<file path="src/hw/rtl/stc_pkg.sv">
// Shared types, constants and helper functions for the software TLB cache.
// Used by stc_ctrl, stc_dpath and software_tlb_cache_core; no dependencies.
`timescale 1ns / 1ps

package stc_pkg;

    localparam int TABLE_ENTRIES = 2048;
    localparam int ASID_COUNT    = 256;
    localparam int HASH_SHIFT    = 13;
    localparam int ODD_BIT       = 12;
    localparam int WORD_W        = 32;
    localparam int ASID_FIELD_W  = 8;
    localparam int IDX_W         = $clog2(TABLE_ENTRIES);
    localparam int ASID_W        = $clog2(ASID_COUNT);

    localparam logic [IDX_W-1:0]  IDX_MASK  = IDX_W'(TABLE_ENTRIES - 1);
    localparam logic [IDX_W-1:0]  IDX_LAST  = IDX_W'(TABLE_ENTRIES - 1);
    localparam logic [WORD_W-1:0] ODD_MASK  = WORD_W'(1) << ODD_BIT;

    localparam logic CMD_PUT   = 1'b0;
    localparam logic CMD_PURGE = 1'b1;

    typedef struct packed {
        logic                    cmd;
        logic [WORD_W-1:0]       entry_hi;
        logic [WORD_W-1:0]       pte_word;
        logic [ASID_FIELD_W-1:0] purge_asid;
    } in_t;

    typedef struct packed {
        logic [WORD_W-1:0] tag_out;
        logic [WORD_W-1:0] even_out;
        logic [WORD_W-1:0] odd_out;
        logic              asid_live;
    } out_t;

    typedef struct packed {
        logic [WORD_W-1:0] tag;
        logic [WORD_W-1:0] even;
        logic [WORD_W-1:0] odd;
    } entry_t;

    typedef struct packed {
        logic init_wr;
        logic cnt_inc;
        logic accept;
        logic put_commit;
        logic walk_rd;
        logic resp_load;
    } ctl_cmd_t;

    typedef struct packed {
        logic cnt_last;
        logic out_free;
    } ctl_sts_t;

    function automatic logic [IDX_W-1:0] hash_idx(input logic [WORD_W-1:0] tag);
        logic [WORD_W-1:0] h;
        h = tag ^ (tag >> HASH_SHIFT);
        return h[IDX_W-1:0] & IDX_MASK;
    endfunction

    function automatic logic asid_ok(input logic [ASID_FIELD_W-1:0] a);
        return {1'b0, a} < (ASID_FIELD_W + 1)'(ASID_COUNT);
    endfunction

endpackage

</file>
<file path="src/hw/rtl/stc_ctrl.sv">
// Controller state machine of the software TLB cache: clearing pass, put and purge walk.
// Depends on stc_pkg for the command and status structs.
`timescale 1ns / 1ps

module stc_ctrl (
    input  logic              aclk,
    input  logic              aresetn,
    input  logic              s_valid,
    input  logic              s_cmd,
    output logic              s_ready,
    input  stc_pkg::ctl_sts_t sts,
    output stc_pkg::ctl_cmd_t cmd
);

    localparam logic [2:0] S_INIT = 3'd0;
    localparam logic [2:0] S_IDLE = 3'd1;
    localparam logic [2:0] S_PUT  = 3'd2;
    localparam logic [2:0] S_WALK = 3'd3;
    localparam logic [2:0] S_LAST = 3'd4;
    localparam logic [2:0] S_RESP = 3'd5;

    logic [2:0] state_reg;
    logic [2:0] state_next;

    assign s_ready = (state_reg == S_IDLE);

    always_comb begin
        state_next     = state_reg;
        cmd            = '0;
        unique case (state_reg)
            S_INIT: begin
                cmd.init_wr = 1'b1;
                cmd.cnt_inc = 1'b1;
                if (sts.cnt_last) begin
                    state_next = S_IDLE;
                end
            end
            S_IDLE: begin
                if (s_valid) begin
                    cmd.accept = 1'b1;
                    state_next = (s_cmd == stc_pkg::CMD_PURGE) ? S_WALK : S_PUT;
                end
            end
            S_PUT: begin
                if (sts.out_free) begin
                    cmd.put_commit = 1'b1;
                    state_next     = S_IDLE;
                end
            end
            S_WALK: begin
                cmd.walk_rd = 1'b1;
                cmd.cnt_inc = 1'b1;
                if (sts.cnt_last) begin
                    state_next = S_LAST;
                end
            end
            S_LAST: begin
                // The final entry's read data is checked in this cycle.
                state_next = S_RESP;
            end
            S_RESP: begin
                if (sts.out_free) begin
                    cmd.resp_load = 1'b1;
                    state_next    = S_IDLE;
                end
            end
            default: begin
                state_next = S_IDLE;
            end
        endcase
    end

    always_ff @(posedge aclk) begin
        if (!aresetn) begin
            state_reg <= S_INIT;
        end else begin
            state_reg <= state_next;
        end
    end

endmodule

</file>
<file path="config.mk">
export PLATFORM = sky130hd
export DESIGN_NAME = stc_ctrl
export DESIGN_NICKNAME = d
export VERILOG_FILES = /design/src/hw/rtl/stc_pkg.sv /design/src/hw/rtl/stc_ctrl.sv
export SDC_FILE = /design/constraint.sdc
export NUM_CORES = 1
export LEC_CHECK = 0
export BUFFER_PORTS_ARGS = -buffer_cell sky130_fd_sc_hd__buf_2
export CAP_MARGIN = 40
export CELL_PAD_IN_SITES_DETAIL_PLACEMENT = 1
export CELL_PAD_IN_SITES_GLOBAL_PLACEMENT = 2
export CORE_AREA = 4 4 41 43
export DETAILED_ROUTE_END_ITERATION = 7
export DIE_AREA = 0 0 45 47
export PLACE_DENSITY = 0.66
export SETUP_SLACK_MARGIN = 0.3
export SYNTH_ARGS = -nofsm -noshare
export SYNTH_HDL_FRONTEND = slang
export SYNTH_SLANG_ARGS = --single-unit
</file>
<file path="constraint.sdc">
create_clock -name aclk -period 1.9 [get_ports aclk]
set_input_delay 0.38 -clock aclk [delete_from_list [all_inputs] [get_ports aclk]]
set_output_delay 0.38 -clock aclk [all_outputs]
set_load 0.01 [all_outputs]
</file>
==> metrics.yaml <==
ys_seq_elements: 3
period_share: 0.798
drtIter0Drc: 2
grt_max_degree: 13
cts_tree: "yes"
n_antenna_cell: 0
peakVddDrop_mv: 0.143
vias_per_cell: 4.38
cts_max_level: 1
status: "complete, no violations"
rows: 13
hp-start: "aresetn"
wl_um: 695
first_pass_iters: 3
p_per_area_nw_per_um2: 730
dpl_worst_slack_ns: 0.540
synthesis.area_um2: 240
maxSlewViolCount: 0
synthDistinctLibCells: 20
synthesis.nets: 38
finalSetupViolCount: 0
cts_buffers: 3
tightest_slew_ns: 0.333
rsz0062_at_grt: "no"
hold_class: "in -> reg"
largest_register_ffs: 3
nNetsFinal: 52
drv_cap: 0
io_buffers: 12
routedWlPerCell_um: 11.6
r2r_cells: 3
floorplan.die.width_um: 45
grt_pass1_vias: 277
cts.path.max_buffers: 2
final_common_cell: "buf_2"
grt_overflow: 0
syn_inst: 32
nFillCells: 175
p_leak_uw: 0.000155
drc: 0
yosysWarningCount: 0
final.setup.tns_ns: 0
syn_avg_cell_area_um2: 7.51
dpl.hpwl_um: 513
die-area_um2: 2120
start_util: 0.185
detail-route-antenna-nets: 0
max_freq_mhz: 659
r2r_end: "state_reg[0]"
min_period_ns: 1.52
min_path_cells: 2
clk_latency_ns: 0.23
crit_path_end_kind: "output pin"
timing.rr.start: "state_reg[1]"
synth_area_leader_cell: "dfxtp_1"
setup_slack_ns: 0.384
die_h_um: 47
relSlewSlack: 0.777
io_pins: 13
drive_above_1_share: 0.444
synth_top_area_frac: 0.250
core_area_um2: 1300
mostFrequentLayoutCells: "buf_2, inv_1, nor3_1, nand2_1, clkbuf_4"
startpoint_type: "flop"
worst_ep_arrival_time_ns: 1.14
register_area_um2: 62.6
clk_pin_slew_worst_paths_ns: 0.04
r2r_slack_ns: 0.87
cts_setup_buffers: 0
antenna_found_initial: 0
place.gp.congestion: 0.739
hold_violations: 0
area_growth_pct: 35.9
critPathKind: "reg -> out"
grt_use_total: 0.0781
multi_input_area_um2: 148
cp_max_fo: 10
grt_pass1_wl_mm: 1.15
cts.sinks: 3
synthTopCellsByArea: "dfxtp_1, nor3_1, nor3b_1"
yosysSeqAreaShare: 0.250
vias: 263
worstPathRequired_ns: 1.52
clockRootBuffer: "clkbuf_4"
hold_end: "state_reg[0]"
hold-worst-slack_ns: 0.400
fin_skew_ns: 0.00255
==> where the power goes <==
part           leakage [uW]  switching (uW)  internal, uW
Sequential        0.0000253            9.62          68.0
Combinational      0.000114            25.2          25.0
Clock             0.0000150            31.9          78.6
Total              0.000155            66.7           172
==> stage by stage <==
stage	cells	total power, uW	instance area [um^2]	utilization
CTS	60	245	324	0.249
global placement	56	129	295	0.227
floorplan	32	110	240	-
detailed placement	56	129	295	0.227
finish	60	238	327	0.251
global route	60	252	327	0.251
==> cell usage after synthesis <==
master    count
a21boi_2      1
dfxtp_1       3
nor2b_1       2
o21ai_0       1
a21oi_1       2
and3b_2       1
buf_4         1
nand3b_1      1
nand2b_1      2
a221oi_1      1
nand2_1       3
inv_1         3
nor3b_1       2
o31a_1        1
xor2_1        1
nand3_1       1
buf_6         1
nor2_1        1
nor3_1        3
buf_2         1
==> layout make-up <==
cell class                      count  area share
Clock buffer                        4      0.0805
Timing Repair Buffer               12       0.184
Multi-Input combinational cell     23       0.452
Sequential cell                     3       0.192
Inverter                            3      0.0345
Tap cell                           15      0.0575
==> kinds of logic (layout without fill, tap and decap cells) <==
logic type / count (synthesis) / count (layout) / share of synthesized area
xor+xnor: 1 / 1 / 0.0365
buf+inv: 6 / 19 / 0.146
compound gates: 6 / 6 / 0.182
simple gates: 16 / 16 / 0.385
flops: 3 / 3 / 0.250
==> critical path, cell delays in order (launching register included) <==
cell and delay (ns):
dfxtp_1 0.51, and3b_2 0.26, buf_2 0.14
==> layer usage <==
| layer | vias up | global-route usage | routed length [um] |
|---|---|---|---|
| li1 | 135 | - | - |
| met1 | 117 | 0.0907 | 328 |
| met2 | 9 | 0.130 | 322 |
| met3 | 2 | 0.0153 | 28 |
| met4 | 0 | 0.0526 | 16 |
| met5 | - | 0 | 0 |
==> worst max path at each step <==
stage	slack, ns	end	start	depth (start not counted)
6_report	0.38	cmd[1]	state_reg[2]	2
4_1_cts	0.37	cmd[1]	state_reg[2]	2
5_1_grt	0.31	cmd[0]	state_reg[2]	2
2_1_floorplan	0.65	cmd[3]	s_valid	2
3_3_place_gp	0.55	cmd[2]	state_reg[1]	3
3_5_place_dp	0.54	cmd[3]	state_reg[1]	3
==> repair_timing <==
action	CTS	global route
endpoints found under the setup margin	2	1
gates resized for setup	2	1
hold buffers	0	0
(Power assumes the default switching activity.)
